$ cat config.mk
export PLATFORM = sky130hd
export DESIGN_NAME = fixed_frame_receiver_top
export DESIGN_NICKNAME = d
export VERILOG_FILES = /design/src/ffr_pkg.sv /design/src/ffr_store.sv /design/src/ffr_core.sv /design/src/fixed_frame_receiver_top.sv
export VERILOG_INCLUDE_DIRS = /design/src /design/src/src
export SDC_FILE = /design/constraint.sdc
export NUM_CORES = 1
export LEC_CHECK = 0
export BUFFER_PORTS_ARGS = -buffer_cell sky130_fd_sc_hd__buf_2
export CORE_ASPECT_RATIO = 0.7
export CORE_MARGIN = 4
export CORE_UTILIZATION = 31
export DETAILED_ROUTE_END_ITERATION = 10
export GPL_TIMING_DRIVEN = 1
export HOLD_SLACK_MARGIN = 0.1
export SLEW_MARGIN = 10
export SYNTH_ARGS = -nofsm -noshare
export SYNTH_HDL_FRONTEND = slang
export SYNTH_SLANG_ARGS = --single-unit
$ cat constraint.sdc
create_clock -name clk -period 3.1 [get_ports clk]
set_input_delay 0 -clock clk [delete_from_list [all_inputs] [get_ports clk]]
set_output_delay 0 -clock clk [all_outputs]
set_load 0.05 [all_outputs]
$ cat src/fixed_frame_receiver_top_assert.svh
// Assertion macros shared by the frame receiver.
`ifndef FIXED_FRAME_RECEIVER_TOP_ASSERT_SVH
`define FIXED_FRAME_RECEIVER_TOP_ASSERT_SVH

// Same-cycle implication, disabled while reset is asserted.
`define FFR_ASSERT_IMPL(label, clk_sig, rst_n_sig, ante, cons, msg) \
	label: assert property (@(posedge clk_sig) disable iff (!rst_n_sig) (ante) |-> (cons)) \
		else $error(msg);

// Next-cycle implication, disabled while reset is asserted.
`define FFR_ASSERT_NEXT(label, clk_sig, rst_n_sig, ante, cons, msg) \
	label: assert property (@(posedge clk_sig) disable iff (!rst_n_sig) (ante) |=> (cons)) \
		else $error(msg);

`endif

$ cat src/ffr_pkg.sv
`default_nettype none

package ffr_pkg;

	// Frame geometry.
	localparam int FRAME_LEN = 26;
	localparam int CHECK_POS = 18;
	localparam int POS_W     = $clog2(FRAME_LEN);
	localparam bit CHECK_IN_FRAME = (CHECK_POS < FRAME_LEN);

	// Field widths.
	localparam int BYTE_W = 8;
	localparam int IDX_W  = 5;
	localparam int CMP_W  = $clog2(FRAME_LEN + CHECK_POS + (1 << IDX_W)) + 1;

	// Stream widths.
	localparam int IN_TDATA_W  = 16;
	localparam int IN_TUSER_W  = 2;
	localparam int OUT_TDATA_W = 16;

	// Configuration registers.
	localparam int CFG_IDX_W = 1;
	localparam logic [CFG_IDX_W-1:0] REG_START_MARKER = 1'd0;
	localparam logic [CFG_IDX_W-1:0] REG_END_MARKER   = 1'd1;
	localparam logic [BYTE_W-1:0] START_MARKER_RST = 8'h66;
	localparam logic [BYTE_W-1:0] END_MARKER_RST   = 8'h99;

	// Request codes.
	typedef enum logic [1:0] {
		REQ_BYTE    = 2'd0,
		REQ_RELEASE = 2'd1,
		REQ_READ    = 2'd2
	} req_type_t;

	// Frame store write command.
	typedef struct packed {
		logic             en;
		logic [POS_W-1:0] addr;
		logic [BYTE_W-1:0] data;
	} store_wr_t;

	// One result item.
	typedef struct packed {
		logic              frame_locked;
		logic              frame_accepted;
		logic              frame_discarded;
		logic [BYTE_W-1:0] read_data;
	} result_t;

	// Receiver state seen from outside the core.
	typedef struct packed {
		logic             held;
		logic             in_frame;
		logic [POS_W-1:0] pos;
	} status_t;

endpackage

`default_nettype wire

$ cat src/ffr_store.sv
`default_nettype none

module ffr_store (
	input  wire logic                           clk,
	input  wire ffr_pkg::store_wr_t             wr,
	input  wire logic [ffr_pkg::POS_W-1:0]      rd_addr,
	output logic [ffr_pkg::BYTE_W-1:0]          rd_data
);

	logic [ffr_pkg::BYTE_W-1:0] mem_q [ffr_pkg::FRAME_LEN];

	// Frame bytes are payload and need no reset.
	always_ff @(posedge clk) begin
		if (wr.en) begin
			mem_q[wr.addr] <= wr.data;
		end
	end

	// Single read port; out-of-frame addresses are masked by the core.
	assign rd_data = mem_q[rd_addr];

endmodule

`default_nettype wire

$ cat src/ffr_core.sv
`default_nettype none

module ffr_core (
	input  wire logic                              clk,
	input  wire logic                              arst_n,
	input  wire logic                              cfg_we,
	input  wire logic [ffr_pkg::CFG_IDX_W-1:0]     cfg_index,
	input  wire logic [ffr_pkg::BYTE_W-1:0]        cfg_data,
	input  wire logic                              fire,
	input  wire ffr_pkg::req_type_t                req,
	input  wire logic [ffr_pkg::BYTE_W-1:0]        rx_byte,
	input  wire logic                              send_busy,
	input  wire logic [ffr_pkg::IDX_W-1:0]         read_index,
	input  wire logic [ffr_pkg::BYTE_W-1:0]        store_rd_data,
	output logic [ffr_pkg::POS_W-1:0]              store_rd_addr,
	output ffr_pkg::store_wr_t                     store_wr,
	output ffr_pkg::result_t                       result,
	output ffr_pkg::status_t                       status
);

	logic [ffr_pkg::BYTE_W-1:0] start_marker_q, end_marker_q;
	logic [ffr_pkg::POS_W-1:0]  pos_q, pos_nxt;
	logic                       in_frame_q, in_frame_nxt;
	logic [ffr_pkg::BYTE_W-1:0] sum_q, sum_nxt;
	logic                       held_q, held_nxt;
	logic [ffr_pkg::BYTE_W-1:0] check_q, check_nxt;
	logic [ffr_pkg::CMP_W-1:0]  pos_ext, idx_ext;
	logic                       frame_ok;

	assign pos_ext       = ffr_pkg::CMP_W'(pos_q);
	assign idx_ext       = ffr_pkg::CMP_W'(read_index);
	assign store_rd_addr = ffr_pkg::POS_W'(read_index);

	// Next-state and result logic for the item in the input register.
	always_comb begin
		pos_nxt      = pos_q;
		in_frame_nxt = in_frame_q;
		sum_nxt      = sum_q;
		held_nxt     = held_q;
		check_nxt    = check_q;
		frame_ok     = 1'b0;
		store_wr     = '0;
		result       = '0;
		if (fire) begin
			unique case (req)
				ffr_pkg::REQ_BYTE: begin
					if (!held_q && !send_busy) begin
						if (!in_frame_q) begin
							// Hunting: only the start marker opens a frame.
							if (rx_byte == start_marker_q) begin
								store_wr.en   = 1'b1;
								store_wr.addr = '0;
								store_wr.data = rx_byte;
								pos_nxt       = ffr_pkg::POS_W'(1);
								sum_nxt       = '0;
								in_frame_nxt  = 1'b1;
							end
						end else begin
							store_wr.en   = 1'b1;
							store_wr.addr = pos_q;
							store_wr.data = rx_byte;
							pos_nxt       = pos_q + ffr_pkg::POS_W'(1);
							if (pos_ext < ffr_pkg::CMP_W'(ffr_pkg::CHECK_POS)) begin
								sum_nxt = sum_q + rx_byte;
							end
							if (pos_ext == ffr_pkg::CMP_W'(ffr_pkg::CHECK_POS)) begin
								check_nxt = rx_byte;
							end
							// Last position closes the frame either way.
							if (pos_ext == ffr_pkg::CMP_W'(ffr_pkg::FRAME_LEN - 1)) begin
								frame_ok = ffr_pkg::CHECK_IN_FRAME
									&& (rx_byte == end_marker_q)
									&& (check_nxt == sum_nxt);
								held_nxt               = frame_ok;
								result.frame_accepted  = frame_ok;
								result.frame_discarded = !frame_ok;
								pos_nxt                = '0;
								in_frame_nxt           = 1'b0;
								sum_nxt                = '0;
							end
						end
					end
				end
				ffr_pkg::REQ_RELEASE: begin
					held_nxt = 1'b0;
				end
				ffr_pkg::REQ_READ: begin
					if (idx_ext < ffr_pkg::CMP_W'(ffr_pkg::FRAME_LEN)) begin
						result.read_data = store_rd_data;
					end
				end
				default: begin
				end
			endcase
		end
		result.frame_locked = held_nxt;
	end

	// Control state and configuration registers.
	always_ff @(posedge clk or negedge arst_n) begin
		if (!arst_n) begin
			pos_q          <= '0;
			in_frame_q     <= 1'b0;
			sum_q          <= '0;
			held_q         <= 1'b0;
			start_marker_q <= ffr_pkg::START_MARKER_RST;
			end_marker_q   <= ffr_pkg::END_MARKER_RST;
		end else begin
			pos_q      <= pos_nxt;
			in_frame_q <= in_frame_nxt;
			sum_q      <= sum_nxt;
			held_q     <= held_nxt;
			if (cfg_we) begin
				unique case (cfg_index)
					ffr_pkg::REG_START_MARKER: start_marker_q <= cfg_data;
					ffr_pkg::REG_END_MARKER:   end_marker_q   <= cfg_data;
					default: begin
					end
				endcase
			end
		end
	end

	// Copy of the checksum byte, kept so the store needs only one read port.
	always_ff @(posedge clk) begin
		check_q <= check_nxt;
	end

	assign status.held     = held_q;
	assign status.in_frame = in_frame_q;
	assign status.pos      = pos_q;

endmodule

`default_nettype wire

$ cat src/fixed_frame_receiver_top.sv
// Fixed frame receiver.
// Input stream (s_*): one transfer per request. s_tuser carries the request
// kind (received byte, release of a locked frame, read of a stored byte);
// s_tdata carries the byte, the transmit-busy flag and the read index.
// Output stream (m_*): exactly one transfer per input transfer, in order,
// with the lock flag, the accepted and discarded pulses and the read byte.
// Configuration: cfg_we writes cfg_data to register cfg_index (0 start
// marker, 1 end marker) at the clock edge; write only while idle.
// Throughput is one transfer per cycle while m_tready is high: each request
// is handled by a compare, an 8-bit add and one frame store access between
// the input register and the result register.
// An input transfer is captured in the input register and its result in the
// result register, which drives output valid.
// Reset clears the valid flags, the frame position, the checksum, the lock
// and restores both markers to their defaults; the frame store is not
// cleared and must be written by a frame before it is read.
// When m_tready is low the result register holds and the input register
// still takes one more transfer; s_tready then drops until m_tready returns.
`default_nettype none

`include "fixed_frame_receiver_top_assert.svh"

module fixed_frame_receiver_top (
	input  wire logic                                 clk,
	input  wire logic                                 arst_n,
	// Configuration write port.
	input  wire logic                                 cfg_we,
	input  wire logic [ffr_pkg::CFG_IDX_W-1:0]        cfg_index,
	input  wire logic [ffr_pkg::BYTE_W-1:0]           cfg_data,
	// Request stream.
	input  wire logic                                 s_tvalid,
	output logic                                      s_tready,
	// [7:0] rx_byte, [8] send_busy, [13:9] read_index, [15:14] zero
	input  wire logic [ffr_pkg::IN_TDATA_W-1:0]       s_tdata,
	// [1:0] req_type
	input  wire logic [ffr_pkg::IN_TUSER_W-1:0]       s_tuser,
	// Result stream.
	output logic                                      m_tvalid,
	input  wire logic                                 m_tready,
	// [0] frame_locked, [1] frame_accepted, [2] frame_discarded,
	// [10:3] read_data, [15:11] zero
	output logic [ffr_pkg::OUT_TDATA_W-1:0]           m_tdata
);

	logic                          valid_s1;
	ffr_pkg::req_type_t            req_s1;
	logic [ffr_pkg::BYTE_W-1:0]    byte_s1;
	logic                          busy_s1;
	logic [ffr_pkg::IDX_W-1:0]     idx_s1;
	logic                          out_valid_q;
	ffr_pkg::result_t              out_data_q;
	logic                          advance;
	logic                          fire_s1;
	ffr_pkg::result_t              result;
	ffr_pkg::status_t              status;
	ffr_pkg::store_wr_t            store_wr;
	logic [ffr_pkg::POS_W-1:0]     store_rd_addr;
	logic [ffr_pkg::BYTE_W-1:0]    store_rd_data;

	// Handshake: the input register moves on when the result register is free.
	assign advance  = !out_valid_q || m_tready;
	assign fire_s1  = valid_s1 && advance;
	assign s_tready = !valid_s1 || advance;

	// Input register valid flag.
	always_ff @(posedge clk or negedge arst_n) begin
		if (!arst_n) begin
			valid_s1 <= 1'b0;
		end else if (s_tvalid && s_tready) begin
			valid_s1 <= 1'b1;
		end else if (fire_s1) begin
			valid_s1 <= 1'b0;
		end
	end

	// Input register payload.
	always_ff @(posedge clk) begin
		if (s_tvalid && s_tready) begin
			req_s1  <= ffr_pkg::req_type_t'(s_tuser);
			byte_s1 <= s_tdata[7:0];
			busy_s1 <= s_tdata[8];
			idx_s1  <= s_tdata[13:9];
		end
	end

	ffr_store u_store (
		.clk     (clk),
		.wr      (store_wr),
		.rd_addr (store_rd_addr),
		.rd_data (store_rd_data)
	);

	ffr_core u_core (
		.clk           (clk),
		.arst_n        (arst_n),
		.cfg_we        (cfg_we),
		.cfg_index     (cfg_index),
		.cfg_data      (cfg_data),
		.fire          (fire_s1),
		.req           (req_s1),
		.rx_byte       (byte_s1),
		.send_busy     (busy_s1),
		.read_index    (idx_s1),
		.store_rd_data (store_rd_data),
		.store_rd_addr (store_rd_addr),
		.store_wr      (store_wr),
		.result        (result),
		.status        (status)
	);

	// Result register valid flag.
	always_ff @(posedge clk or negedge arst_n) begin
		if (!arst_n) begin
			out_valid_q <= 1'b0;
		end else if (fire_s1) begin
			out_valid_q <= 1'b1;
		end else if (m_tready) begin
			out_valid_q <= 1'b0;
		end
	end

	// Result register payload.
	always_ff @(posedge clk) begin
		if (fire_s1) begin
			out_data_q <= result;
		end
	end

	assign m_tvalid = out_valid_q;
	assign m_tdata  = {5'b0, out_data_q.read_data, out_data_q.frame_discarded,
		out_data_q.frame_accepted, out_data_q.frame_locked};

	// A frame is either accepted or discarded, never both.
	`FFR_ASSERT_IMPL(a_acc_disc_excl, clk, arst_n, m_tvalid,
		!(m_tdata[1] && m_tdata[2]), "frame both accepted and discarded")

	// An accepted frame leaves the store locked.
	`FFR_ASSERT_IMPL(a_acc_locks, clk, arst_n, m_tvalid && m_tdata[1],
		m_tdata[0], "accepted frame not locked")

	// While locked, received bytes leave the assembly state untouched.
	`FFR_ASSERT_NEXT(a_held_freeze, clk, arst_n,
		fire_s1 && status.held && (req_s1 == ffr_pkg::REQ_BYTE),
		$stable(status.pos) && $stable(status.in_frame), "assembly moved while locked")

	// Only read requests return store data.
	`FFR_ASSERT_NEXT(a_read_only, clk, arst_n,
		fire_s1 && (req_s1 != ffr_pkg::REQ_READ),
		out_data_q.read_data == '0, "read data on a non-read request")

endmodule

`default_nettype wire
==> metrics <==
Post-synth top flop=edfxtp_1; synthesized area=about 12000 um2; Initial Utilization=0.318; kind of critical path=reg -> reg; Finished Layout Cells=1280; RR Startpoint=byte_s1[0]; post-CTS resize count=0; post-detail-place hpwl=17.2 mm; Seq cells post-synth=276; CP arrival=3.09 ns; nets@finish=823; first-pass GRT wire length=40.5 mm; f_max=357 MHz; Post-Synth Simple-Gate Area=0.0579; largest family of logic cells by synthesized area=multiplexers; die width=~240 um; die area=~41000 um2; FILL cells=roughly 3300; post-synthesis instance total=650; Seq/Total Area, Yosys=0.701; core area=36400 um2; Cell Count Post-Placement=1196; CTS root buffer=clkbuf_16; clk buf depth=3; DRT Wirelength=around 26 mm; PortBufs=42; FF-to-FF setup slack=0.30 ns; most frequent cells in the layout=edfxtp_1, mux4_2, buf_4; Post-Synth XOR/XNOR Area=0.0204; layout cell share with drive strength beyond 1=0.295; CP cell instances=ha_1 -> fa_1 -> xor2_1 -> mux2i_1 -> xnor2_1 -> nor4_1 -> nor3b_2 -> o2111ai_2 -> nor2b_1; total CTS buffers=27; reg2reg path depth=9; Worst Max-Slew Pin Slew=1.12 ns; final setup fails=0; CTS tree=done; htree depth=1; max_slew headroom=0.255; Pre-antenna DRT Iters=4; DR iter-0 viols=643; DR vias=between 6000 and 7000; Ys Warns=0; Ports=50; GP Congestion=0.815; R2R Path End=m_tdata[2]; Synth Area in Compound Gates=0.0367; multiplexer share of the synthesized area=0.152; setup TNS=0 ns; most common cell after layout, fill and taps aside=edfxtp_1; vias in the first global route=6468; worst min-delay path category=in -> async; total global routing overflow=0; WP buf/inv=0; skew final=0.0195 ns; gr usage total=0.131; clk sinks=roughly 280; delay-heaviest family, CP=simple AND/OR/NAND/NOR gates; max-cap viol count=0; CTS clock-pin slew for the worst setup and hold paths=0.07 ns; CP Max Fanout=3; antenna violations before repair=0; Slew Limit Fails=0; unrepaired setup endpoints after global routing=no; residual DRC count=0; worst skew pair latency=0.54 ns; chip height=170 um; Vias/cell=4.90; Tcrit/Tclk final=0.904; Yosys cell types=56; Area Overhead vs Synth=20.4%; CP peak stage delay=0.45 ns; EDFF count, synth=243; adder-cell area share of the yosys netlist=0.0125; PD cells=between 600 and 700 nW/um2; Peak VDD IR=0.000316 V; outcome=complete, no violations; Req. time, crit path=3.39 ns; Avg Cell Area, Syn=17.8 um2; largest net degree at the start of global routing=50; site row count=58; Post-synth ARST share=0.120; Leakage=0.00488 uW; final count of hold timing violations=0; wire per inst=around 21 um; Startpoint Class=flop; ANT nets after route=0; slowest stage cell, crit path=fa_1; fin crit period=around 2.8 ns; # diodes=0; crit path capture type=flop
[cells by family after synthesis]
kind of cell    after synthesis
flops                       276
mux                         102
fa+ha+maj                    11
buf+inv                      44
other cells                   1
compound gates               61
xor+xnor                     27
simple gates                128
[worst reg2reg max path: stages, from the launching register on]
cell and delay (ns):
edfxtp_1 0.40, ha_1 0.26, fa_1 0.45, xor2_1 0.21
mux2i_1 0.12, xnor2_1 0.14, nor4_1 0.31, nor3b_2 0.28
o2111ai_2 0.21, nor2b_1 0.18
[worst max-delay path by stage]
stage	startpoint	to	slack (ns)	cells past startpoint
finish	byte_s1[0]	m_tdata[2]	0.30	9
global route	byte_s1[0]	m_tdata[2]	0.12	9
CTS	byte_s1[0]	m_tdata[2]	0.32	9
detailed placement	byte_s1[0]	m_tdata[2]	0.38	9
global placement	byte_s1[0]	m_tdata[2]	0.41	9
floorplan	m_tvalid	u_store.mem_q[18][0]	0.52	5
[flip-flops by register name (all words and copies together) (netlist names)]
| register | cells |
|---|---|
| byte_s1 | 8 |
| busy_s1 | 1 |
| m_tvalid | 1 |
| u_core.start_marker_q | 8 |
| u_core.sum_q | 8 |
| u_core.check_q | 8 |
| u_core.pos_q | 5 |
| req_s1 | 2 |
| m_tdata | 11 |
| u_core.end_marker_q | 8 |
| idx_s1 | 5 |
| u_core.held_q | 1 |
| u_core.in_frame_q | 1 |
| u_store.mem_q | 208 |
| valid_s1 | 1 |
[final cells by class]
class / instances / area [um2] / area share
clock buffer: 37 / 763 / 0.0547
clock inverter: 12 / 140 / 0.0100
inverter: 8 / 30.0 / 0.00215
multi-input combinational: 334 / 3260 / 0.233
sequential: 276 / 8130 / 0.583
tap: 480 / 601 / 0.0430
timing repair buffer: 133 / 1030 / 0.0739
[Yosys cell counts (2+ instances only)]
| library cell | instances | share of area |
|---|---|---|
| edfxtp_1 | 243 | 0.63 |
| mux4_2 | 56 | 0.11 |
| nor2_1 | 39 | 0.013 |
| dfrtp_1 | 25 | 0.054 |
| mux2_2 | 22 | 0.021 |
| mux2i_1 | 22 | 0.019 |
| nand2_1 | 19 | 0.0062 |
| a21oi_1 | 16 | 0.0069 |
| nand3_1 | 14 | 0.0060 |
| xnor2_1 | 14 | 0.011 |
| clkbuf_1 | 13 | 0.0042 |
| xor2_1 | 13 | 0.0098 |
| buf_2 | 11 | 0.0047 |
| nor2b_1 | 11 | 0.0059 |
| ha_1 | 10 | 0.011 |
| a211oi_1 | 9 | 0.0058 |
| and2_1 | 9 | 0.0049 |
| dfstp_2 | 8 | 0.018 |
| inv_1 | 8 | 0.0026 |
| buf_4 | 7 | 0.0045 |
| a22o_1 | 6 | 0.0045 |
| o31ai_1 | 6 | 0.0039 |
| nor4_1 | 5 | 0.0027 |
| o21ai_0 | 5 | 0.0022 |
| nand2b_1 | 4 | 0.0022 |
| nand4_1 | 4 | 0.0022 |
| nor3_1 | 4 | 0.0017 |
| and3_1 | 3 | 0.0016 |
| buf_1 | 3 | 0.00097 |
| or3_1 | 3 | 0.0016 |
| a21boi_0 | 2 | 0.0013 |
| a21o_1 | 2 | 0.0013 |
| a31oi_1 | 2 | 0.0011 |
| and4_1 | 2 | 0.0015 |
| buf_6 | 2 | 0.0019 |
| mux2_4 | 2 | 0.0026 |
| nand3b_1 | 2 | 0.0013 |
| nor3b_1 | 2 | 0.0013 |
| o21ai_1 | 2 | 0.00086 |
| o22ai_1 | 2 | 0.0011 |
| o41ai_1 | 2 | 0.0015 |
| or2_2 | 2 | 0.0011 |
[metrics by stage]
step	worst slack, ns	area (um2)	hold slack (ns)	power [uW]	utilization
6_report	0.298	14000	0.0884	9100	0.383
5_1_grt	0.118	14000	0.173	9500	0.383
4_1_cts	0.322	14000	0.100	9180	0.383
3_5_place_dp	0.384	12700	0.143	5790	0.349
3_3_place_gp	0.406	12700	0.152	5780	0.349
2_1_floorplan	0.516	11600	-0.296	5430	-
[metal layers]
layer	GRT usage	routed length, um
met4	0.0242	479
met1	0.210	13500
met3	0.0296	1440
met5	0	0
met2	0.184	10900
[report_power, final]
group          total, uW  switching (uW)  internal (uW)
clock               3340            1370           1970
sequential          4330             147           4180
combinational       1440             784            656
[repair_timing]
action,4_1_cts,5_1_grt
endpoints found under the hold margin,69,0
hold buffers,35,0
buffers inserted,0,0
No activity file was read; power rests on OpenSTA's default activity.
